File: config.mk
export PLATFORM = sky130hd
export DESIGN_NAME = hbp_queue
export DESIGN_NICKNAME = d
export VERILOG_FILES = /design/src/rtl/core/hbp_pkg.sv /design/src/rtl/core/hbp_queue.sv
export SDC_FILE = /design/constraint.sdc
export NUM_CORES = 1
export LEC_CHECK = 0
export ABC_AREA = 0
export CORE_MARGIN = 1.5
export CORE_UTILIZATION = 50
export DETAILED_ROUTE_END_ITERATION = 6
export DONT_BUFFER_PORTS = 1
export HOLD_SLACK_MARGIN = 0.1
export MAX_ROUTING_LAYER = met4
export PLACE_DENSITY = 0.68
export SKIP_CTS_REPAIR_TIMING = 1
export SLEW_MARGIN = 5
export SYNTH_ARGS = -nofsm -noshare
export SYNTH_HDL_FRONTEND = slang
export SYNTH_SLANG_ARGS = --single-unit
File: constraint.sdc
create_clock -name clk_i -period 2.26 [get_ports clk_i]
set_input_delay 0.452 -clock clk_i [delete_from_list [all_inputs] [get_ports clk_i]]
set_output_delay 0.452 -clock clk_i [all_outputs]
set_load 0.05 [all_outputs]
File: src/rtl/core/hbp_pkg.sv
`timescale 1ns / 1ps
package hbp_pkg;

  // Code table geometry
  localparam int SYMBOL_COUNT    = 256;
  localparam int MAX_CODE_LENGTH = 24;
  localparam int IDX_W           = (SYMBOL_COUNT > 1) ? $clog2(SYMBOL_COUNT) : 1;

  // Field widths
  localparam int CMD_W   = 2;
  localparam int SYM_W   = 8;
  localparam int CODE_W  = 24;
  localparam int LEN_W   = 5;
  localparam int BYTE_W  = 8;
  localparam int ACC_W   = 32;
  localparam int PEND_W  = 6;
  localparam int SHIFT_W = $clog2(ACC_W);
  localparam int ENTRY_W = CODE_W + LEN_W;

  // Pending-bit thresholds
  localparam logic [PEND_W-1:0] PEND_BYTE    = PEND_W'(BYTE_W);
  localparam logic [PEND_W-1:0] PEND_TWO     = PEND_W'(2 * BYTE_W);
  localparam logic [PEND_W-1:0] PEND_ACC     = PEND_W'(ACC_W);
  localparam logic [LEN_W-1:0]  LEN_MAX      = LEN_W'(MAX_CODE_LENGTH);

  // Work queue between front and back
  localparam int QUEUE_DEPTH = 2;
  localparam int QPTR_W      = $clog2(QUEUE_DEPTH);
  localparam int QCNT_W      = $clog2(QUEUE_DEPTH + 1);

  typedef enum logic [CMD_W-1:0] {
    CMD_LOAD   = 2'd0,
    CMD_ENCODE = 2'd1,
    CMD_FLUSH  = 2'd2
  } hbp_cmd_e;

  typedef struct packed {
    logic [CODE_W-1:0] code;
    logic [LEN_W-1:0]  len;
  } hbp_entry_t;

  typedef struct packed {
    logic              is_flush;
    logic              unknown;
    logic [CODE_W-1:0] code;
    logic [LEN_W-1:0]  len;
  } hbp_item_t;

  typedef struct packed {
    logic      valid;
    hbp_item_t item;
  } hbp_req_t;

endpackage

File: src/rtl/core/hbp_queue.sv
`timescale 1ns / 1ps
module hbp_queue
  import hbp_pkg::*;
(
  input  logic     clk_i,
  input  logic     rst_ni,
  input  hbp_req_t push_i,
  output logic     full_o,
  output hbp_req_t head_o,
  input  logic     pop_i
);

  hbp_item_t         slot_q [QUEUE_DEPTH];
  logic [QPTR_W-1:0] wr_ptr_q, wr_ptr_d;
  logic [QPTR_W-1:0] rd_ptr_q, rd_ptr_d;
  logic [QCNT_W-1:0] count_q, count_d;
  logic              do_push;
  logic              do_pop;

  assign full_o      = (count_q == QCNT_W'(QUEUE_DEPTH));
  assign head_o.valid = (count_q != '0);
  assign head_o.item  = slot_q[rd_ptr_q];

  assign do_push = push_i.valid && !full_o;
  assign do_pop  = pop_i && head_o.valid;

  // Advance pointers and occupancy
  always_comb begin
    wr_ptr_d = do_push ? wr_ptr_q + 1'b1 : wr_ptr_q;
    rd_ptr_d = do_pop ? rd_ptr_q + 1'b1 : rd_ptr_q;
    count_d  = count_q;
    if (do_push && !do_pop) begin
      count_d = count_q + 1'b1;
    end else if (do_pop && !do_push) begin
      count_d = count_q - 1'b1;
    end
  end

  always_ff @(posedge clk_i or negedge rst_ni) begin
    if (!rst_ni) begin
      wr_ptr_q <= '0;
      rd_ptr_q <= '0;
      count_q  <= '0;
    end else begin
      wr_ptr_q <= wr_ptr_d;
      rd_ptr_q <= rd_ptr_d;
      count_q  <= count_d;
    end
  end

  // Store pushed request
  always_ff @(posedge clk_i) begin
    if (do_push) begin
      slot_q[wr_ptr_q] <= push_i.item;
    end
  end

endmodule

; ---- After elaboration in Yosys (flattened, before gate mapping)
; Memory sizes are Yosys's and may differ from the RTL's.
; Index checks and enable logic that the tools add are counted.
[word_totals]
elab_cells = 22
memories = 1
mem_bits_rw = 62
output_inout_bits = 33
reg_bits = 4
inputBits = 35
[op_classes]
n_eq_ne = 1
addsub = 4
reduce_logical = 9
n_mux = 4
[mem_list]
columns = memory, words, word_bits, read_ports, rd_ports_with_merged_regs, write_ports, line
row1 = slot_q, 2, 31, 1, 0, 1, hbp_queue.sv:13  ; hbp_item_t slot_q [QUEUE_DEPTH];
[ops]
columns = cell, n
row1 = $logic_and 1x1->1, 4
row2 = $mux 2, 2
row3 = $reduce_bool 2->1, 2
row4 = $logic_not 1->1, 3
row5 = $add 1x1->1 const B, 2
row6 = $add 2x1->2 const B, 1
row7 = $eq 2x2->1 const B, 1
row8 = $mux 1, 2
row9 = $sub 2x1->2 const B, 1

; ---- Depth between registers and ports, before layout
; Gate-level depths: netlist (run 1).
[depth]
ltp_word = 7
mapped_depth = 7
ltp_nobuf = 7

; ---- Least setup slack after synthesis (run 1)
; OpenSTA, ideal clock, no wires.
[synth_path]
path_type = reg2reg
from = register count_q[0]
to = memory slot_q[0][0] in the netlist's numbering, enable pin
required_time_ns = 1.841
period_less_slack_ns = 2.355
arrival_ns = 1.936
setup_slack_ns = -0.095
stages_incl_launch_ff = 4
setup_ns = 0.419
path_buffers = 0
cell_sequence = dfrtp_1 -> nand2b_1 -> nand2_1 -> nor2_1
[synth_between]
elab_chain_cells = 5
[synth_lines]
columns = item, line
row1 = from (decl), hbp_queue.sv:16  ; logic [QCNT_W-1:0] count_q, count_d;
row2 = from (signal assigned), hbp_queue.sv:47  ; count_q <= count_d;
row3 = $eq 2x2->1, hbp_queue.sv:20  ; assign full_o = (count_q == QCNT_W'(QUEUE_DEPTH));
row4 = $logic_not 1->1, hbp_queue.sv:24  ; assign do_push = push_i.valid && !full_o;
row5 = $logic_and 1x1->1, hbp_queue.sv:24
row6 = $mux 1, hbp_queue.sv:53  ; if (do_push) begin
row7 = $mux 1 (not written as such), hbp_queue.sv:54  ; slot_q[wr_ptr_q] <= push_i.item;
row8 = to (decl), hbp_queue.sv:13
; No other way between the ends.

==> flow_summary.ini, run 1 <==
[yosys]
syn-instance-count = 116
synth.largest_area_cell = sky130_fd_sc_hd__edfxtp_1
synth_top_cell_area_share_pct = 71.8
post_synth_instance_area_sq_um = 2590
synth_async_sr_flop_share_pct = 6.06
netlist-cell-type-count = 16
synth.most_common_cell = sky130_fd_sc_hd__edfxtp_1
synth_seq_area_share_pct = 75.7
ys_top_cells_by_area = sky130_fd_sc_hd__edfxtp_1, sky130_fd_sc_hd__mux2_4, sky130_fd_sc_hd__dfrtp_1
synth_flop_cell = sky130_fd_sc_hd__edfxtp_1
yosys-top-cells-count = sky130_fd_sc_hd__edfxtp_1, sky130_fd_sc_hd__mux2_4, sky130_fd_sc_hd__dfrtp_1
ys_ff_latch = 66
yosysWarningCount = 0
syn_avg_cell_area_sq_um = 22.3
syn_nets = 152
synth_edf_count = 62

[clock_tree]
h-tree-depth = 3
cts_made_buffers = 9
clk_path_buf_depth = 2
clock_sinks = 66
clock_pin_slew_worst_setup_and_hold_paths_ns = 0.07
worstSkewPairLatency_ns = 0.34
cts.root.buffer_cell = sky130_fd_sc_hd__clkbuf_8
tritoncts = yes

[detailed_routing]
initialDrtViolationCount = 54
remaining_drc_errors = 0
detail_route.first_pass.iterations = 4
number_of_vias_per_cell = 5.09
avgRoutedWirePerCell_microns = 17.7
postRouteAntennaNets = 0
wl_microns = 3580
num_vias = 1029

[final_layout]
antenna_cells_inserted = 0
finish.instance_area_sq_um = 2860
share_of_layout_cells_above_drive_strength_1_pct = 37.1
finalCoreUtilization_pct = 56.6
syn_to_final_growth_pct = 10.2
number_of_nets_in_the_final_layout = 164

[placed_design]
detailed_place_hpwl_microns = 2420
placed_area_sq_um = 2670
gp_congestion = 0.666
port_buffers = 0

[sta]
max_transition_viols_final = 0
finalSetupViolations = 0
relSlewSlack_pct = 65.7
rsz_0062_raised_after_global_routing = no
final_hold_viol_count = 0
min_period_over_period_pct = 93.4
finalClockSkew_ns = 0.00853
finalSetupTns_ns = 0
fmax_mhz = 474
min_period_ns = 2.11
max_slew.worst_pin.slew_ns = 0.514

[critical_path]
cp.buffers_inverters = 1
critPathArrivalTime_ns = 1.66
critical-path-top-delay-family = flip-flops
critical_path.startpoint_type = register
critPathMaxStageDelay_ns = 0.66
cp_slowest_cell = sky130_fd_sc_hd__dfrtp_2
crit_chain = buf_12 -> mux2_4
worstPathRequired_ns = 1.81
timing.critical_path.fanout_max = 18
timing.critical_path.to_type = output pin
critical_path_class = register to output pin

[floorplanning]
start_util_pct = 51.4
floorplan.core_area_sq_um = 5040
fp.dieW_microns = 75.0
design.portCount = 68
die-height_microns = 75.0
std_cell_rows = 26
design.die.area_sq_um = 5620

[global_routing]
grt_pass1_vias = 1076
globalRouteTotalUtil_pct = 14.0
initial_antenna_violation_count = 0
grt_start_max_net_pins = 19
grt.overflow.total = 0
global_route_wire_length_before_repair_microns = 5130
use_met2_pct = 22.0
grt_met1_use_pct = 12.7
gr-max-usage-layer = met2
use_met3_pct = 7.63

[hold_path]
hp-class = primary input to register

[flow_run]
maxCapViolCount = 0

[status]
outcome = finished clean
-- sequential cells by signal (all words and copies together) (netlist names) --
| register | cells |
|---|---|
| slot_q | 62 |
| wr_ptr_q | 1 |
| rd_ptr_q | 1 |
| count_q | 2 |
-- final timing paths --
| kind | from | end | slack, ns | depth (start not counted) |
|---|---|---|---|---|
| setup / recovery | rd_ptr_q | head_o[15] | 0.15 | 2 |
| hold / removal | push_i[29] | slot_q[1][29] | 0.21 | 0 |
| setup reg to reg | count_q[0] | count_q[1] | 0.56 | 6 |
| hold reg to reg | count_q[1] | count_q[1] | 0.51 | 1 |
| max in group asynchronous | rst_ni | rd_ptr_q | 1.68 | 1 |
| min in group asynchronous | rst_ni | count_q[1] | 0.39 | 1 |
-- cell type report --
type,instances,area (sq um)
inverter,2,7.51
clock inverter,5,46.3
timing repair buffer,5,65.1
sequential,66,1960
tap,70,87.6
fill,394,2190
clock buffer,10,128
multi-input combinational,44,558
-- per-stage QoR --
step	hold slack (ns)	setup WS, ns	cells
2_1_floorplan	0.156	0.413	116
3_3_place_gp	0.157	0.518	186
3_5_place_dp	0.157	0.478	186
4_1_cts	-0.205	0.111	201
5_1_grt	0.190	0.0848	202
6_report	0.206	0.150	202
-- cells by family after synthesis --
kind of cell,after synthesis,share of synthesized area (%)
adders and majority gates,1,0.483
and+or+nand+nor,7,1.40
xor gates and xnor gates,5,1.69
buffers and inverters,6,3.04
muxes,31,17.7
DFF,66,75.7
-- cell usage in the layout (no fill, tap or decap) --
cell type,n
sky130_fd_sc_hd__nor2_4,1
sky130_fd_sc_hd__dlygate4sd3_1,1
sky130_fd_sc_hd__clkbuf_8,9
sky130_fd_sc_hd__clkinv_1,3
sky130_fd_sc_hd__dfrtp_2,1
sky130_fd_sc_hd__xor2_1,2
sky130_fd_sc_hd__clkinv_2,1
sky130_fd_sc_hd__buf_12,2
sky130_fd_sc_hd__xnor2_1,3
sky130_fd_sc_hd__nand2_1,1
sky130_fd_sc_hd__or2_1,1
sky130_fd_sc_hd__clkbuf_1,1
sky130_fd_sc_hd__and3_1,1
sky130_fd_sc_hd__nand2b_1,1
sky130_fd_sc_hd__nor2_1,1
sky130_fd_sc_hd__inv_1,2
sky130_fd_sc_hd__nand2_2,1
sky130_fd_sc_hd__ha_1,1
sky130_fd_sc_hd__bufinv_16,1
sky130_fd_sc_hd__mux2_2,2
sky130_fd_sc_hd__edfxtp_1,62
sky130_fd_sc_hd__mux2_4,29
sky130_fd_sc_hd__dfrtp_1,3
sky130_fd_sc_hd__buf_4,2
-- metal layers --
metal	vias up	part of all wire (%)
met4	0	2.9
li1	465	-
met2	55	50
met5	-	0
met3	12	12
met1	497	35
-- worst reg2reg max path, stage by stage, from the launching register on --
cell	delay (ns)
sky130_fd_sc_hd__dfrtp_1	0.40
sky130_fd_sc_hd__or2_1	0.46
sky130_fd_sc_hd__nand2_2	0.14
sky130_fd_sc_hd__ha_1	0.22
sky130_fd_sc_hd__xor2_1	0.14
sky130_fd_sc_hd__nor2_1	0.12
sky130_fd_sc_hd__xor2_1	0.16
Power of run 1 is not shown: default switching activity piles up to over one toggle a cycle in this logic, so the estimate is an artifact.
==> run 2: changes to the inputs <==
--- a/config.mk
+++ b/config.mk
@@ -7,12 +7,13 @@
 export LEC_CHECK = 0
 export ABC_AREA = 0
 export CORE_MARGIN = 1.5
-export CORE_UTILIZATION = 50
+export CORE_UTILIZATION = 55
 export DETAILED_ROUTE_END_ITERATION = 6
 export DONT_BUFFER_PORTS = 1
+export GPL_TIMING_DRIVEN = 0
 export HOLD_SLACK_MARGIN = 0.1
 export MAX_ROUTING_LAYER = met4
-export PLACE_DENSITY = 0.68
+export PLACE_DENSITY = 0.73
 export SKIP_CTS_REPAIR_TIMING = 1
 export SLEW_MARGIN = 5
 export SYNTH_ARGS = -nofsm -noshare
==> run 2 against run 1 <==
The run now ends with design-rule violations left. Global-route usage grew 2.3 points. Critical endpoint is now slot_q[0][2]. Register-to-register slack lost 0.12 ns. Cell area shrank 1.0%. Utilization grew 7.0 points. Fmax grew 16%.
==> flow_summary.ini, run 2 (same netlist as run 1, synthesis figures left out) <==
[clock_tree]
h-tree-depth = 3
clk_path_buf_depth = 2
cts_made_buffers = 9
clock_sinks = 66
worstSkewPairLatency_ns = 0.32
cts.root.buffer_cell = sky130_fd_sc_hd__clkbuf_8
clock_pin_slew_worst_setup_and_hold_paths_ns = 0.06
tritoncts = yes

[critical_path]
worstPathRequired_ns = 2.20
critical_path.startpoint_type = register
timing.critical_path.to_type = register
critPathArrivalTime_ns = 1.77
crit_chain = nand2b_1 -> nand2_1 -> nor2_4
timing.critical_path.fanout_max = 31
critPathMaxStageDelay_ns = 0.70
cp_slowest_cell = sky130_fd_sc_hd__nor2_4
reg2reg_setup_slack_ns = 0.44
critical_path_class = register to register

[final_layout]
most_used_cells_in_the_layout_excluding_fill_and_tap_cells = sky130_fd_sc_hd__edfxtp_1, sky130_fd_sc_hd__mux2_4, sky130_fd_sc_hd__clkbuf_8
top_regs = slot_q: 62 flops, count_q: 2 flops
share_of_layout_cells_above_drive_strength_1_pct = 36.1
syn_to_final_growth_pct = 9.08
largest_register_ff_count = 62
register_with_the_highest_flop_count = slot_q
antenna_cells_inserted = 0
final_common_cell = sky130_fd_sc_hd__edfxtp_1
number_of_nets_in_the_final_layout = 164

[hold_path]
hp-class = primary input to register

[global_routing]
grt_start_max_net_pins = 32
initial_antenna_violation_count = 0
globalRouteTotalUtil_pct = 16.3
grt_pass1_vias = 1119
use_met3_pct = 6.19
global_route_wire_length_before_repair_microns = 5680
grt.overflow.total = 0
grt_met1_use_pct = 16.7
gr-max-usage-layer = met2
use_met2_pct = 26.3

[flow_run]
maxCapViolCount = 0

[sta]
max_slew.worst_pin.slew_ns = 0.884
finalClockSkew_ns = 0.00426
relSlewSlack_pct = 40.9
finalSetupViolations = 0
min_period_over_period_pct = 80.7
min_period_ns = 1.82
max_transition_viols_final = 0
fmax_mhz = 548
finalSetupTns_ns = 0
final_hold_viol_count = 0
rsz_0062_raised_after_global_routing = no

[floorplanning]
fp.dieW_microns = 71.6
std_cell_rows = 24
design.portCount = 68
start_util_pct = 58.3
die-height_microns = 71.6
design.die.area_sq_um = 5130
floorplan.core_area_sq_um = 4440

[detailed_routing]
remaining_drc_errors = 3
initialDrtViolationCount = 63
postRouteAntennaNets = 0
number_of_vias_per_cell = 5.53
num_vias = 1023
wl_microns = 3700
detail_route.first_pass.iterations = 7
avgRoutedWirePerCell_microns = 20.0

[placed_design]
detailed_place_hpwl_microns = 2470
gp_congestion = 0.694
port_buffers = 0

[status]
violations = design-rule violations
outcome = complete, but fails checks
==> run 2: cell count changes in the layout (fill, tap and decap cells not counted), sizes merged <==
cell,previous run,this run
bufinv,1,0
clkinv,4,6
==> run 2: worst max-delay path, delay by kind of cell, from the launching register on <==
family	cells	cell delay (ns)
simple gates	3	1.02
flops	1	0.41
==> run 2: final cells by class <==
class	count	area, sq um
clock buffer	10	128
timing repair buffer	1	10.0
clock inverter	6	23.8
sequential	66	1960
multi-input combinational	44	559
buffer	4	71.3
inverter	2	7.51
fill	305	1620
tap	52	65.1
==> run 2: path summary, 6_finish.rpt <==
kind / start / end / cells past startpoint
setup reg to reg: count_q[0] / slot_q[0][2] / 3
max in group asynchronous: rst_ni / wr_ptr_q / 1
min in group asynchronous: rst_ni / count_q[0] / 1
hold reg to reg: count_q[1] / count_q[1] / 1
hold / removal: push_i[13] / slot_q[0][13] / 0
setup / recovery: count_q[0] / slot_q[0][2] / 3
==> run 2: per-stage QoR <==
step / setup slack (ns) / util (%) / area, sq um / hold slack [ns] / cells
floorplan: 0.413 / - / 2590 / 0.156 / 116
detailed placement: 0.427 / 60.0 / 2670 / 0.157 / 168
finish: 0.435 / 63.6 / 2830 / 0.223 / 185
global placement: 0.0270 / 59.8 / 2660 / 0.157 / 168
CTS: 0.414 / 63.4 / 2820 / -0.198 / 184
global route: 0.267 / 63.6 / 2830 / 0.194 / 185
==> run 2: metal layers <==
layer / routed length [microns] / up-vias
li1: - / 466
met1: 1300 / 500
met2: 2010 / 48
met3: 315 / 9
met4: 78 / 0
met5: 0 / -
Power of run 2 is left out for the same reason.
==> run 3: changes to the inputs <==
--- a/config.mk
+++ b/config.mk
@@ -7,13 +7,13 @@
 export LEC_CHECK = 0
 export ABC_AREA = 0
 export CORE_MARGIN = 1.5
-export CORE_UTILIZATION = 55
+export CORE_UTILIZATION = 61
 export DETAILED_ROUTE_END_ITERATION = 6
 export DONT_BUFFER_PORTS = 1
 export GPL_TIMING_DRIVEN = 0
 export HOLD_SLACK_MARGIN = 0.1
 export MAX_ROUTING_LAYER = met4
-export PLACE_DENSITY = 0.73
+export PLACE_DENSITY = 0.77
 export SKIP_CTS_REPAIR_TIMING = 1
 export SLEW_MARGIN = 5
 export SYNTH_ARGS = -nofsm -noshare
==> constraint.sdc (replaced) <==
create_clock -name clk_i -period 1.9 [get_ports clk_i]
set_input_delay 0.38 -clock clk_i [delete_from_list [all_inputs] [get_ports clk_i]]
set_output_delay 0.38 -clock clk_i [all_outputs]
set_load 0.05 [all_outputs]
==> run 3 against run 2 <==
The run now ends clean. Non-clock buffer count did not move. Sequential share of layout area fell by 1.5 points. Critical endpoint is now head_o[3]. Critical path depth is the same. Sequential cell count unchanged. Critical path type is now register to output pin.
==> flow_summary.ini, run 3 (same netlist as run 1, synthesis figures left out) <==
[status]
outcome = finished clean

[critical_path]
timing.critical_path.fanout_max = 10
worstPathRequired_ns = 1.52
critical_path.startpoint_type = register
critical_path_class = register to output pin
cp_slowest_cell = sky130_fd_sc_hd__mux2_4
critPathMaxStageDelay_ns = 0.39
crit_chain = buf_6 -> buf_12 -> mux2_4
critPathArrivalTime_ns = 1.37
timing.critical_path.to_type = output pin

[final_layout]
area_of_the_multi_input_gates_sq_um = 571
final_common_cell = sky130_fd_sc_hd__edfxtp_1
most_used_cells_in_the_layout_excluding_fill_and_tap_cells = sky130_fd_sc_hd__edfxtp_1, sky130_fd_sc_hd__mux2_4, sky130_fd_sc_hd__clkbuf_8
share_of_layout_cells_above_drive_strength_1_pct = 40.6
number_of_nets_in_the_final_layout = 165
fillers = 251
top_regs = slot_q: 62 flops, count_q: 2 flops
sequential_cell_area_sq_um = 1960
antenna_cells_inserted = 0
largest_register_ff_count = 62
syn_to_final_growth_pct = 11.5
finish.instance_area_sq_um = 2890
register_with_the_highest_flop_count = slot_q

[global_routing]
initial_antenna_violation_count = 0
globalRouteTotalUtil_pct = 16.7
grt_start_max_net_pins = 32
grt.overflow.total = 0
grt_pass1_vias = 996
global_route_wire_length_before_repair_microns = 4830

[clock_tree]
clock_pin_slew_worst_setup_and_hold_paths_ns = 0.07
tritoncts = yes
worstSkewPairLatency_ns = 0.33
cts_made_buffers = 9
clock_sinks = 66
clk_path_buf_depth = 2
cts.root.buffer_cell = sky130_fd_sc_hd__clkbuf_8
h-tree-depth = 3

[sta]
finalSetupViolations = 0
max_slew.worst_pin.slew_ns = 0.740
min_period_ns = 1.75
max_transition_viols_final = 0
relSlewSlack_pct = 50.7
min_period_over_period_pct = 92.0
fmax_mhz = 572
finalClockSkew_ns = 0.00646
rsz_0062_raised_after_global_routing = no
final_hold_viol_count = 0

[flow_run]
maxCapViolCount = 0

[placed_design]
gp_congestion = 0.683
placed_area_sq_um = 2660
port_buffers = 0
detailed_place_hpwl_microns = 2260

[floorplanning]
floorplan.core_area_sq_um = 4030
design.portCount = 68
design.die.area_sq_um = 4650
std_cell_rows = 23
fp.dieW_microns = 68.2
die-height_microns = 68.2
start_util_pct = 64.3

[detailed_routing]
avgRoutedWirePerCell_microns = 19.0
number_of_vias_per_cell = 5.60
remaining_drc_errors = 0
postRouteAntennaNets = 0
wl_microns = 3480
initialDrtViolationCount = 102
num_vias = 1024
detail_route.first_pass.iterations = 4

[hold_path]
hp-class = primary input to register
-- run 3: path summary, 6_finish.rpt --
| kind | slack (ns) | startpoint | end | depth (start not counted) |
|---|---|---|---|---|
| max | 0.15 | rd_ptr_q | head_o[3] | 3 |
| min | 0.14 | push_i[13] | slot_q[1][13] | 0 |
| max reg2reg | 0.16 | count_q[0] | count_q[1] | 6 |
| min reg2reg | 0.51 | count_q[1] | count_q[1] | 1 |
| max in group asynchronous | 1.40 | rst_ni | rd_ptr_q | 1 |
| min in group asynchronous | 0.33 | rst_ni | count_q[1] | 1 |
-- run 3: routing by layer --
layer	track usage [%]	vias up	part of all wire (%)	wire [microns]
li1	-	470	-	-
met1	16.8	503	36	1250
met2	24.5	42	52	1800
met3	10.5	9	10	360
met4	9.75	0	1.7	60
met5	-	-	0	0
-- run 3: area by class of cell --
| class | instances | area share, % |
|---|---|---|
| Clock buffer | 9 | 4.29 |
| Inverter | 2 | 0.260 |
| Tap cell | 50 | 2.16 |
| Buffer | 4 | 2.47 |
| Timing Repair Buffer | 1 | 0.346 |
| Multi-Input combinational cell | 45 | 19.7 |
| Clock inverter | 6 | 2.86 |
| Sequential cell | 66 | 67.9 |
-- run 3: through the flow --
step                hold WS (ns)  instances  setup slack (ns)  TNS (ns)  utilization, %
finish                     0.141        183             0.152         0            71.7
global route               0.121        183           0.00657         0            71.7
CTS                       -0.272        181            0.0868         0            71.2
detailed placement        0.0845        166             0.102         0            66.1
global placement          0.0845        166            -0.325    -15.67            65.9
floorplan                 0.0844        116            0.0528         0               -
-- run 3: worst max-delay path, delay by kind of cell (launching register included) --
family	cells	cell delay, ns
buf+inv	2	0.29
flops	1	0.37
mux	1	0.39
Power of run 3 is left out for the same reason.
