$ cat src/rtl/core/hbp_pkg.sv
`timescale 1ns / 1ps
package hbp_pkg;

  // Code table geometry
  localparam int SYMBOL_COUNT    = 256;
  localparam int MAX_CODE_LENGTH = 24;
  localparam int IDX_W           = (SYMBOL_COUNT > 1) ? $clog2(SYMBOL_COUNT) : 1;

  // Field widths
  localparam int CMD_W   = 2;
  localparam int SYM_W   = 8;
  localparam int CODE_W  = 24;
  localparam int LEN_W   = 5;
  localparam int BYTE_W  = 8;
  localparam int ACC_W   = 32;
  localparam int PEND_W  = 6;
  localparam int SHIFT_W = $clog2(ACC_W);
  localparam int ENTRY_W = CODE_W + LEN_W;

  // Pending-bit thresholds
  localparam logic [PEND_W-1:0] PEND_BYTE    = PEND_W'(BYTE_W);
  localparam logic [PEND_W-1:0] PEND_TWO     = PEND_W'(2 * BYTE_W);
  localparam logic [PEND_W-1:0] PEND_ACC     = PEND_W'(ACC_W);
  localparam logic [LEN_W-1:0]  LEN_MAX      = LEN_W'(MAX_CODE_LENGTH);

  // Work queue between front and back
  localparam int QUEUE_DEPTH = 2;
  localparam int QPTR_W      = $clog2(QUEUE_DEPTH);
  localparam int QCNT_W      = $clog2(QUEUE_DEPTH + 1);

  typedef enum logic [CMD_W-1:0] {
    CMD_LOAD   = 2'd0,
    CMD_ENCODE = 2'd1,
    CMD_FLUSH  = 2'd2
  } hbp_cmd_e;

  typedef struct packed {
    logic [CODE_W-1:0] code;
    logic [LEN_W-1:0]  len;
  } hbp_entry_t;

  typedef struct packed {
    logic              is_flush;
    logic              unknown;
    logic [CODE_W-1:0] code;
    logic [LEN_W-1:0]  len;
  } hbp_item_t;

  typedef struct packed {
    logic      valid;
    hbp_item_t item;
  } hbp_req_t;

endpackage

$ cat src/rtl/core/hbp_back.sv
`timescale 1ns / 1ps
module hbp_back
  import hbp_pkg::*;
(
  input  logic              clk_i,
  input  logic              rst_ni,
  input  hbp_req_t          head_i,
  output logic              pop_o,
  output logic              out_valid_o,
  input  logic              out_stall_i,
  output logic [BYTE_W-1:0] out_byte_o,
  output logic              last_o,
  output logic              unknown_symbol_o
);

  logic [ACC_W-1:0]   acc_q, acc_d;
  logic [PEND_W-1:0]  pend_q, pend_d;
  logic               ovld_q, ovld_d;
  logic [BYTE_W-1:0]  obyte_q, obyte_d;
  logic               olast_q, olast_d;
  logic               ounk_q, ounk_d;
  logic               slot_free;
  logic               draining;
  logic [PEND_W-1:0]  shamt;
  logic [ACC_W-1:0]   acc_app;
  logic [PEND_W-1:0]  pend_app;
  hbp_item_t          item;

  assign item      = head_i.item;
  assign slot_free = !ovld_q || !out_stall_i;
  assign draining  = (pend_q > PEND_BYTE);

  // Append the head code below the pending bits
  assign shamt    = PEND_ACC - pend_q - PEND_W'(item.len);
  assign pend_app = pend_q + PEND_W'(item.len);
  assign acc_app  = acc_q | (ACC_W'(item.code) << shamt[SHIFT_W-1:0]);

  always_comb begin
    acc_d   = acc_q;
    pend_d  = pend_q;
    pop_o   = 1'b0;
    ovld_d  = ovld_q && out_stall_i;
    obyte_d = obyte_q;
    olast_d = olast_q;
    ounk_d  = ounk_q;
    if (draining) begin
      // Emit the next full byte of the current code
      if (slot_free) begin
        ovld_d  = 1'b1;
        obyte_d = acc_q[ACC_W-1 -: BYTE_W];
        olast_d = (pend_q <= PEND_TWO);
        ounk_d  = 1'b0;
        acc_d   = acc_q << BYTE_W;
        pend_d  = pend_q - PEND_BYTE;
      end
    end else if (head_i.valid) begin
      if (item.is_flush) begin
        // Emit padded top byte and clear
        if (slot_free) begin
          pop_o   = 1'b1;
          ovld_d  = 1'b1;
          obyte_d = acc_q[ACC_W-1 -: BYTE_W];
          olast_d = 1'b1;
          ounk_d  = 1'b0;
          acc_d   = '0;
          pend_d  = '0;
        end
      end else if (item.unknown) begin
        if (slot_free) begin
          pop_o   = 1'b1;
          ovld_d  = 1'b1;
          obyte_d = '0;
          olast_d = 1'b1;
          ounk_d  = 1'b1;
        end
      end else if (item.len == '0) begin
        pop_o = 1'b1;
      end else if (pend_app <= PEND_BYTE) begin
        pop_o  = 1'b1;
        acc_d  = acc_app;
        pend_d = pend_app;
      end else if (slot_free) begin
        // Append and emit the first byte together
        pop_o   = 1'b1;
        ovld_d  = 1'b1;
        obyte_d = acc_app[ACC_W-1 -: BYTE_W];
        olast_d = (pend_app <= PEND_TWO);
        ounk_d  = 1'b0;
        acc_d   = acc_app << BYTE_W;
        pend_d  = pend_app - PEND_BYTE;
      end
    end
  end

  always_ff @(posedge clk_i or negedge rst_ni) begin
    if (!rst_ni) begin
      acc_q  <= '0;
      pend_q <= '0;
      ovld_q <= 1'b0;
    end else begin
      acc_q  <= acc_d;
      pend_q <= pend_d;
      ovld_q <= ovld_d;
    end
  end

  always_ff @(posedge clk_i) begin
    obyte_q <= obyte_d;
    olast_q <= olast_d;
    ounk_q  <= ounk_d;
  end

  assign out_valid_o      = ovld_q;
  assign out_byte_o       = obyte_q;
  assign last_o           = olast_q;
  assign unknown_symbol_o = ounk_q;

endmodule

$ cat config.mk
export PLATFORM = sky130hd
export DESIGN_NAME = hbp_back
export DESIGN_NICKNAME = d
export VERILOG_FILES = /design/src/rtl/core/hbp_pkg.sv /design/src/rtl/core/hbp_back.sv
export SDC_FILE = /design/constraint.sdc
export NUM_CORES = 1
export LEC_CHECK = 0
export BUFFER_PORTS_ARGS = -buffer_cell sky130_fd_sc_hd__buf_2
export CORE_UTILIZATION = 26
export DETAILED_ROUTE_END_ITERATION = 10
export MAX_ROUTING_LAYER = met4
export PLACE_DENSITY = 0.4
export SLEW_MARGIN = 20
export SYNTH_ARGS = -nofsm -noshare
export SYNTH_HDL_FRONTEND = slang
export SYNTH_SLANG_ARGS = --single-unit
export TNS_END_PERCENT = 10
$ cat constraint.sdc
create_clock -name clk_i -period 5.93 [get_ports clk_i]
set_clock_uncertainty 0.15 [all_clocks]
set_input_delay 0 -clock clk_i [delete_from_list [all_inputs] [get_ports clk_i]]
set_output_delay 0 -clock clk_i [all_outputs]
set_load 0.02 [all_outputs]
# ---- Word level (Yosys, flattened, before mapping)
# Index checks and enable logic that the tools add are counted.
dict set report op_classes {
  add_sub_neg 5
  magnitude_cmp 4
  n_eq_ne 7
  shift 1
  n_mux 58
  bitwise_logic 1
  reduce_logical 13
}
# cell n
set ops {}
lappend ops {{32-bit two-way mux} 9}
lappend ops {{8-bit two-way mux} 9}
lappend ops {{6-bit two-way mux} 9}
lappend ops {{32-bit bitwise OR} 1}
lappend ops {{24-bit by 5-bit << shifter with 32-bit output} 1}
lappend ops {{1-bit two-way mux} 31}
lappend ops {{6-bit by 5-bit <= comparator with 1-bit output (second input constant)} 2}
lappend ops {{6-bit by 4-bit subtractor with 6-bit output (second input constant)} 2}
lappend ops {{4-bit != test (second input constant)} 2}
lappend ops {{4-bit AND reduction} 2}
lappend ops {{6-bit by 5-bit adder with 6-bit output} 1}
lappend ops {{6-bit by 4-bit greater-than comparator with 1-bit output (second input constant)} 1}
lappend ops {{6-bit by 4-bit <= comparator with 1-bit output (second input constant)} 1}
lappend ops {{6-bit AND reduction} 1}
lappend ops {{3-bit nonzero test} 2}
lappend ops {{5-bit zero test} 1}
lappend ops {{5-bit AND reduction} 1}
lappend ops {{1-bit by 5-bit subtractor with 5-bit output (first input constant)} 1}
lappend ops {{5-bit subtractor} 1}
lappend ops {{4-bit by 1-bit != test with 1-bit output (second input constant)} 1}
lappend ops {{2-bit nonzero test} 2}
lappend ops {{3-bit by 1-bit != test with 1-bit output (second input constant)} 1}
lappend ops {{3-bit != test (second input constant)} 1}
lappend ops {{1-bit zero test} 2}
lappend ops {{4 further kinds} 4}
dict set report totals {
  ff_bits 49
  inputBits 35
  wordCells 95
}

# ---- Longest topological paths before layout
# Gate-level depths: netlist (run 1).
dict set report logic_depth {
  depth_word 11
  ltp_mapped 14
}

# ---- Least setup slack after synthesis (run 1)
# No wires, ideal clock.
dict set report synth_path {
  path_type {register to register}
  start {register pend_q[0]}
  end {register obyte_q[0] (netlist: out_byte_o[0]), enable pin}
  setup_ns 0.317
  arrival_time_ns 3.284
  setup_slack_ns 2.179
  path_stages_with_launch 13
  n_path_buf 0
  path_cell_list {dfrtp_1 > ha_1 > fa_1 > a211oi_1 > o21bai_1 > o21ai_0 > ha_1 > nor3b_1 > nand2_1 > a22oi_1 > a21oi_1 > o21ai_0 > a22oi_1}
}
dict set report synth_between {
  elab_chain_len 4
  word_cells_on_any_way 8
  classes_between {1 x add/sub; 2 x order compare; 2 x eq/ne; 3 x reduce/logical}
}
# element line_no
set synth_rtl {}
lappend synth_rtl {{start, declared} hbp_back.sv:17} ;# logic [PEND_W-1:0] pend_q, pend_d;
lappend synth_rtl {{start signal, assigned} hbp_back.sv:102} ;# pend_q <= pend_d;
lappend synth_rtl {{6-bit by 5-bit adder with 6-bit output} hbp_back.sv:35} ;# assign pend_app = pend_q + PEND_W'(item.len);
lappend synth_rtl {{6-bit by 4-bit <= comparator with 1-bit output} hbp_back.sv:78} ;# end else if (pend_app <= PEND_BYTE) begin
lappend synth_rtl {{4-bit != test (no source line)} --}
lappend synth_rtl {{4-bit AND reduction (no source line) *} --}
lappend synth_rtl {{end signal, assigned} hbp_back.sv:108} ;# obyte_q <= obyte_d;
lappend synth_rtl {{end, declared} hbp_back.sv:19} ;# logic [BYTE_W-1:0] obyte_q, obyte_d;
# Every way passes the cells marked *; elsewhere a longest branch is shown, timed or not.
# A chain may end at the register's enable or synchronous reset.

# ---- Worst setup path after layout (run 1)
dict set report layout_path {
  start {register pend_q[0]}
  end {register acc_q[10]}
}
dict set report layout_between {
  elab_chain_len 11
  word_cells_on_any_way 20
  classes_between {3 x add/sub; 2 x order compare; 3 x eq/ne; 1 x shift; 7 x mux; 1 x bitwise; 3 x reduce/logical}
}
# element line_no
set layout_rtl {}
lappend layout_rtl {{1-bit by 5-bit subtractor with 5-bit output} hbp_back.sv:34} ;# assign shamt = PEND_ACC - pend_q - PEND_W'(item.len);
lappend layout_rtl {{5-bit subtractor} hbp_back.sv:34}
lappend layout_rtl {{24-bit by 5-bit << shifter with 32-bit output} hbp_back.sv:36} ;# assign acc_app = acc_q | (ACC_W'(item.code) << shamt[SHIFT_W-1:0]);
lappend layout_rtl {{32-bit bitwise OR} hbp_back.sv:36}
lappend layout_rtl {{32-bit two-way mux} hbp_back.sv:82} ;# end else if (slot_free) begin
lappend layout_rtl {{32-bit two-way mux} hbp_back.sv:78}
lappend layout_rtl {{32-bit two-way mux} hbp_back.sv:76} ;# end else if (item.len == '0) begin
lappend layout_rtl {{32-bit two-way mux} hbp_back.sv:68} ;# end else if (item.unknown) begin
lappend layout_rtl {{32-bit two-way mux} hbp_back.sv:57} ;# if (item.is_flush) begin
lappend layout_rtl {{32-bit two-way mux} hbp_back.sv:56} ;# end else if (head_i.valid) begin
lappend layout_rtl {{32-bit two-way mux} hbp_back.sv:46} ;# if (draining) begin
lappend layout_rtl {{end signal, assigned} hbp_back.sv:97} ;# acc_q <= '0;
lappend layout_rtl {{end signal, assigned} hbp_back.sv:101} ;# acc_q <= acc_d;
lappend layout_rtl {{end, declared} hbp_back.sv:16} ;# logic [ACC_W-1:0] acc_q, acc_d;
# Several ways; a longest one is shown, not always the timed one. The select of a mux whose other input is x is not followed.

==> results of run 1 <==
-- sequential cells by signal (all words and copies together) (netlist names) --
register	count
acc_q	32
pend_q	6
last_o	1
out_byte_o	8
unknown_symbol_o	1
out_valid_o	1
-- logic make-up after synthesis --
logic type	Yosys count	share of synthesized area
DFF	49	0.257
and+or+nand+nor	132	0.133
adders and majority gates	18	0.0500
xor gates and xnor gates	9	0.0159
muxes	65	0.205
AOI/OAI and AO/OA	181	0.260
buffers and inverters	66	0.0785
-- critical path, stage by stage (launching register included) --
cell	delay, ns
dfrtp_1	0.40
ha_1	0.23
fa_1	0.41
a211oi_1	0.38
o21bai_1	0.24
o21ai_0	0.24
ha_1	0.21
nor3b_1	0.25
nand2_1	0.17
a221o_1	0.46
nor3_2	0.69
buf_4	0.40
o22ai_1	0.13
o32ai_1	0.27
-- synth_stat cells (all sizes together) (4+ instances only) --
master   instances  area [um^2]
a211oi          10         80.1
mux2i           23          230
clkbuf          20          165
xnor2            7         61.3
o21ai           24          120
or3              4         26.3
o211ai          21          158
a22oi           11         82.6
o2111ai          5         43.8
nand2           39          156
mux4            24          586
o22ai            9         56.3
a31oi           14         87.6
a21o             6         46.3
and2             5         31.3
nor3            24          125
dfrtp           39          976
and3             6         37.5
nand3           14         70.1
nor2            24         92.6
ha              15          188
o31ai            5         37.5
o21bai           4         30.0
buf             16          111
o221ai           4         41.3
a21oi           29          149
inv             30          113
a221o            5         50.1
mux2            18          203
edfxtp          10          300
-- per-layer routing --
| layer | share of wire | vias to the layer above | track usage |
|---|---|---|---|
| met5 | 0 | - | - |
| met4 | 0.041 | 0 | 0.0769 |
| met3 | 0.034 | 39 | 0.0270 |
| met2 | 0.46 | 125 | 0.281 |
| met1 | 0.46 | 2322 | 0.236 |
| li1 | - | 2126 | - |
-- worst max-delay path by stage --
| stage | from | depth (start not counted) | to |
|---|---|---|---|
| floorplan | pend_q[0]$_DFFE_PN0P_ | 12 | out_byte_o[0]$_DFFE_PP_ |
| detailed placement | pend_q[0]$_DFFE_PN0P_ | 13 | acc_q[10]$_DFFE_PN0P_ |
| global placement | pend_q[0]$_DFFE_PN0P_ | 13 | acc_q[10]$_DFFE_PN0P_ |
| global route | pend_q[0]$_DFFE_PN0P_ | 13 | acc_q[10]$_DFFE_PN0P_ |
| finish | pend_q[0]$_DFFE_PN0P_ | 13 | acc_q[10]$_DFFE_PN0P_ |
| CTS | pend_q[0]$_DFFE_PN0P_ | 13 | acc_q[10]$_DFFE_PN0P_ |
-- layout make-up --
class	count	area [um^2]	area share
clock buffers	8	168	0.0305
inverters	30	113	0.0205
multi-input cells	405	3290	0.600
flip-flops and latches	49	1280	0.232
well taps	234	293	0.0533
repair buffers	61	348	0.0633
-- metrics by stage --
stage                     instance area (um^2)  std cells  worst slack (ns)  utilization  hold WS [ns]
after floorplan                           4960        520              2.18            -        -0.446
after global placement                    5300        777              1.49        0.284        0.0810
after detailed placement                  5300        777              1.26        0.284        0.0876
after CTS                                 5490        787              1.20        0.294        0.0256
after global routing                      5490        787             0.812        0.294        0.0710
final                                     5490        787              1.19        0.294        0.0306
==> results.txt, run 1 <==
Worst Reg2Reg Path Length in Cells: 13
Post-synthesis average cell area: 9.53 um^2
Pins Over Slew Limit: 0
Later-pin clock latency in the skew report: 0.30 ns
FILL cells: 1993
Number of synthesized flops with an enable pin: 10
DRC viols: 0
Starting DRT DRC Count: 306
Unrepaired setup endpoints after global routing: no
Synth unique cells: 80
Worst Path Arrival: 4.78 ns
Die area: 19600 um^2
Vias in the first global route: 4743
Final #Nets: 605
Vias per inst: 5.86
Max Cap Violations: 0
Part of the cycle the worst path needs: 0.799
Core ar.: 18700 um^2
Post-route antenna net violation count: 0
Chip width: 140 um
Post-route setup TNS: 0 ns
CTS max path bufs: 2
First-pass GRT wire length: 26800 um
Initial antenna violation count: 0
Port Buffer Count: 46
Period minus WS final: 4.74 ns
Ys async rst share: 0.796
CTS Buf Count: 5
Synthesized instance count: 520
Hold WC Path Type: in2reg
Post-CTS Resized: 0
WP data required: 5.97 ns
Crit Path Max Fanout: 20
GRT Resource Usage Total: 0.181
# diodes: 0
Worst Setup Start Kind: flip-flop
Reg-to-Reg Start: pend_q[0]$_DFFE_PN0P_
Wirelength, routed: 16900 um
CTS Hold Bufs: 2
Clock-pin slew on the worst setup and hold paths: 0.08 ns
# IOs: 47
Worst Hold Path Cells: 3
CTS tree: built
Worst reg-to-reg setup slack: 1.19 ns
Syn-to-layout area delta: 10.8%
Final Hold Fails: 0
Count of final setup violators: 0
H-tree depth reported by CTS: 2
Row count: 50
Slew at the pin closest to its max-slew limit: 1.03 ns
Starting density of the core: 0.265
Remaining global-route overflow: 0
Root buffer cell: clkbuf_16
Share of cells above drive strength 1: 0.208
Seq/Total Area, Yosys: 0.257
Drt wl/cell: 21.5 um
Syn_nets: 573
Post-CTS Setup Repair Bufs: 0
Critical Path End Type: flip-flop
Mapped Area: 4960 um^2
Synth Flop Type: dfrtp_1
Pre-antenna DRT Iters: 5
Commonest non-fill, non-tap cell in the layout: buf_2
Crit path kind: reg2reg
Largest net degree at the start of global routing: 40
Hpwl dp: 12700 um
HP Start: out_stall_i
Gpl congestion: 0.830
Num Clock Sinks: 49
Most frequent cells in the layout: buf_2, dfrtp_1, nand2_1
Hold worst-path end: out_valid_o$_DFF_PN0_
Slew HR: 0.315
Vias after detailed routing: 4612
Worst R2R End: acc_q[10]$_DFFE_PN0P_
Status: completed
Die Ht: 140 um
Number of synthesized register bits: 49
Synth warn: 0
FMAX: 211 MHz
Power of run 1 is not shown: default switching activity piles up to over one toggle a cycle in this logic, so the estimate is an artifact.
==> run 2: changes to the inputs <==
--- a/config.mk
+++ b/config.mk
@@ -5,6 +5,7 @@
 export SDC_FILE = /design/constraint.sdc
 export NUM_CORES = 1
 export LEC_CHECK = 0
+export ABC_AREA = 1
 export BUFFER_PORTS_ARGS = -buffer_cell sky130_fd_sc_hd__buf_2
 export CORE_UTILIZATION = 26
 export DETAILED_ROUTE_END_ITERATION = 10
==> constraint.sdc (replaced) <==
create_clock -name clk_i -period 4.46 [get_ports clk_i]
set_clock_uncertainty 0.15 [all_clocks]
set_input_delay 0 -clock clk_i [delete_from_list [all_inputs] [get_ports clk_i]]
set_output_delay 0 -clock clk_i [all_outputs]
set_load 0.02 [all_outputs]
==> run 2 against run 1 <==
Against the previous run:
- via count grew 11%
- area after synthesis rose by 0.81%
- die area is 0.79% higher
- final area rose by 0.73%
- first-iteration DRC count fell by 6.2%
- clock-buffer cell count is 2 lower
==> results.txt, run 2 <==
Post-route setup TNS: 0 ns (unchanged)
Num Clock Sinks: 49 (unchanged)
Largest net degree at the start of global routing: 40 (unchanged)
Gpl congestion: 0.827 (was 0.830)
Mapped Area: 5000 um^2 (was 4960 um^2)
Clock-pin slew on the worst setup and hold paths: 0.07 ns (was 0.08 ns)
Vias in the first global route: 5095 (was 4743)
DRC viols: 0 (unchanged)
Final Worst Setup Slack: 0.911 ns (was 1.19 ns)
Vias per inst: 4.77 (was 5.86)
Drt wl/cell: 15.9 um (was 21.5 um)
Slew at the pin closest to its max-slew limit: 0.950 ns (was 1.03 ns)
Post-synth top area share: 0.209 (was 0.197)
Hpwl dp: 12900 um (was 12700 um)
Crit path kind: reg2reg (unchanged)
Syn_nets: 861 (was 573)
# IOs: 47 (unchanged)
Pins Over Slew Limit: 0 (unchanged)
Setup slack at placement: 0.858 ns (was 1.26 ns)
Pre-antenna DRT Iters: 5 (unchanged)
Period minus WS final: 3.55 ns (was 4.74 ns)
FILL cells: 2180 (was 1993)
Die Ht: 141 um (was 140 um)
Top reg by flops: acc_q (unchanged)
CTS tree: built (unchanged)
First-pass GRT wire length: 27400 um (was 26800 um)
Sequential cell area: 1280 um^2 (unchanged)
Final #Nets: 887 (was 605)
Slew HR: 0.364 (was 0.315)
Most frequent cells in the layout: nand2_1, nand3_1, inv_1 (was buf_2, dfrtp_1, nand2_1)
Number of synthesized flops with an enable pin: 10 (unchanged)
Number of synthesized register bits: 49 (unchanged)
Worst reg-to-reg setup slack: 0.91 ns (was 1.19 ns)
Commonest non-fill, non-tap cell in the layout: nand2_1 (was buf_2)
Crit Path Max Fanout: 28 (was 20)
Synthesized instance count: 808 (was 520)
Count leader, synth: nand2_1 (was dfrtp_1)
Count of final setup violators: 0 (unchanged)
Reg-to-Reg Start: pend_q[0]$_DFFE_PN0P_ (unchanged)
Seq/Total Area, Yosys: 0.255 (was 0.257)
Hold WC Path Type: in2async (was in2reg)
Wirelength, routed: 17000 um (was 16900 um)
Post-route antenna net violation count: 0 (unchanged)
Row count: 50 (unchanged)
Worst Path Arrival: 3.33 ns (was 4.78 ns)
Final Hold Fails: 0 (unchanged)
Max Cap Violations: 0 (unchanged)
FMAX: 282 MHz (was 211 MHz)
Synth area leaders: nand2_1, dfrtp_1, nand3_1 (was dfrtp_1, mux4_1, edfxtp_1)
Synth unique cells: 45 (was 80)
Vias after detailed routing: 5097 (was 4612)
Worst Setup Start Kind: flip-flop (unchanged)
Starting density of the core: 0.266 (was 0.265)
Core ar.: 18800 um^2 (was 18700 um^2)
Ys async rst share: 0.796 (unchanged)
Synth Flop Type: dfrtp_1 (unchanged)
H-tree depth reported by CTS: 2 (unchanged)
Number of flip-flops under the largest register name: 32 (unchanged)
Root buffer cell: clkbuf_16 (unchanged)
Synth cell count leaders: nand2_1, nand3_1, inv_1 (was dfrtp_1, nand2_1, inv_1)
Port Buffer Count: 46 (unchanged)
Post-CTS Resized: 0 (unchanged)
Remaining global-route overflow: 0 (unchanged)
Later-pin clock latency in the skew report: 0.31 ns (was 0.30 ns)
Unrepaired setup endpoints after global routing: no (unchanged)
Worst R2R End: out_byte_o[5]$_DFFE_PP_ (was acc_q[10]$_DFFE_PN0P_)
Share of cells above drive strength 1: 0.114 (was 0.208)
Chip width: 141 um (was 140 um)
Status: completed (unchanged)
Post-synth top area cell: nand2_1 (was dfrtp_1)
Worst Reg2Reg Path Length in Cells: 11 (was 13)
CTS Buf Count: 5 (unchanged)
Die area: 19800 um^2 (was 19600 um^2)
Starting DRT DRC Count: 287 (was 306)
CTS max path bufs: 2 (unchanged)
Part of the cycle the worst path needs: 0.796 (was 0.799)
GRT Resource Usage Total: 0.186 (was 0.181)
Critical Path End Type: flip-flop (unchanged)
Synth warn: 0 (unchanged)
Syn-to-layout area delta: 10.7% (was 10.8%)
WP data required: 4.24 ns (was 5.97 ns)
# diodes: 0 (unchanged)
Area taken by multi-input logic gates: 3200 um^2 (was 3290 um^2)
Post-synthesis average cell area: 6.18 um^2 (was 9.53 um^2)
Initial antenna violation count: 0 (unchanged)
==> run 2: changes by cell type after synthesis, sizes merged, moves of 23 or more <==
cell,previous run,this run
inv,30,79
mux2i,23,0
mux4,24,0
nand2,39,287
nand3,14,184
nor2,24,68
nor3,24,1
==> run 2: worst max-delay path by stage <==
stage,depth (start not counted),start,slack (ns),end
2_1_floorplan,14,pend_q[1]$_DFFE_PN0P_,1.51,out_byte_o[0]$_DFFE_PP_
5_1_grt,15,pend_q[2]$_DFFE_PN0P_,0.62,out_byte_o[6]$_DFFE_PP_
4_1_cts,14,pend_q[1]$_DFFE_PN0P_,0.85,out_byte_o[2]$_DFFE_PP_
3_3_place_gp,14,pend_q[1]$_DFFE_PN0P_,0.92,out_byte_o[3]$_DFFE_PP_
3_5_place_dp,14,pend_q[1]$_DFFE_PN0P_,0.86,out_byte_o[5]$_DFFE_PP_
6_report,11,pend_q[0]$_DFFE_PN0P_,0.91,out_byte_o[5]$_DFFE_PP_
==> run 2: routing by layer <==
layer	vias up	track usage	share of wire
met5	-	-	0
met2	78	0.302	0.46
li1	2682	-	-
met1	2323	0.244	0.50
met4	0	0.0469	0.016
met3	14	0.0221	0.024
==> run 2: cells by family after synthesis <==
kind of cell,synth area share
simple gates,0.496
buf+inv,0.104
compound gates,0.0914
flops,0.255
fa+ha+maj,0.0496
xor+xnor,0.00351
==> run 2: layout make-up <==
class                   count  share of cell area
repair buffers             56              0.0575
well taps                 234              0.0529
flip-flops and latches     49               0.231
inverters                  80              0.0550
clock buffers               6              0.0233
clock inverters             2             0.00204
multi-input cells         642               0.579
==> run 2: repair_timing <==
item                                   CTS  global route
buffers inserted                         0             0
hold buffers                             4             0
endpoints found under the hold margin   42             0
==> run 2: stage by stage <==
| step | util | cell area, um^2 | std cells | hold WS, ns |
|---|---|---|---|---|
| final | 0.295 | 5530 | 1069 | 0.0902 |
| after CTS | 0.295 | 5530 | 1069 | 0.0851 |
| after floorplan | - | 5000 | 808 | -0.446 |
| after global routing | 0.295 | 5530 | 1069 | 0.134 |
| after detailed placement | 0.285 | 5350 | 1057 | 0.0896 |
| after global placement | 0.285 | 5350 | 1057 | 0.0869 |
==> run 2: critical path, stage by stage (launching register included) <==
cell,delay [ns]
dfrtp_1,0.40
inv_1,0.10
ha_1,0.32
buf_4,0.29
clkinv_2,0.38
nand4_1,0.27
nand2_2,0.11
nand2_8,0.14
nand2_1,0.06
nand2_1,0.07
a21oi_1,0.11
nor2_1,0.75
Power of run 2 is left out for the same reason.
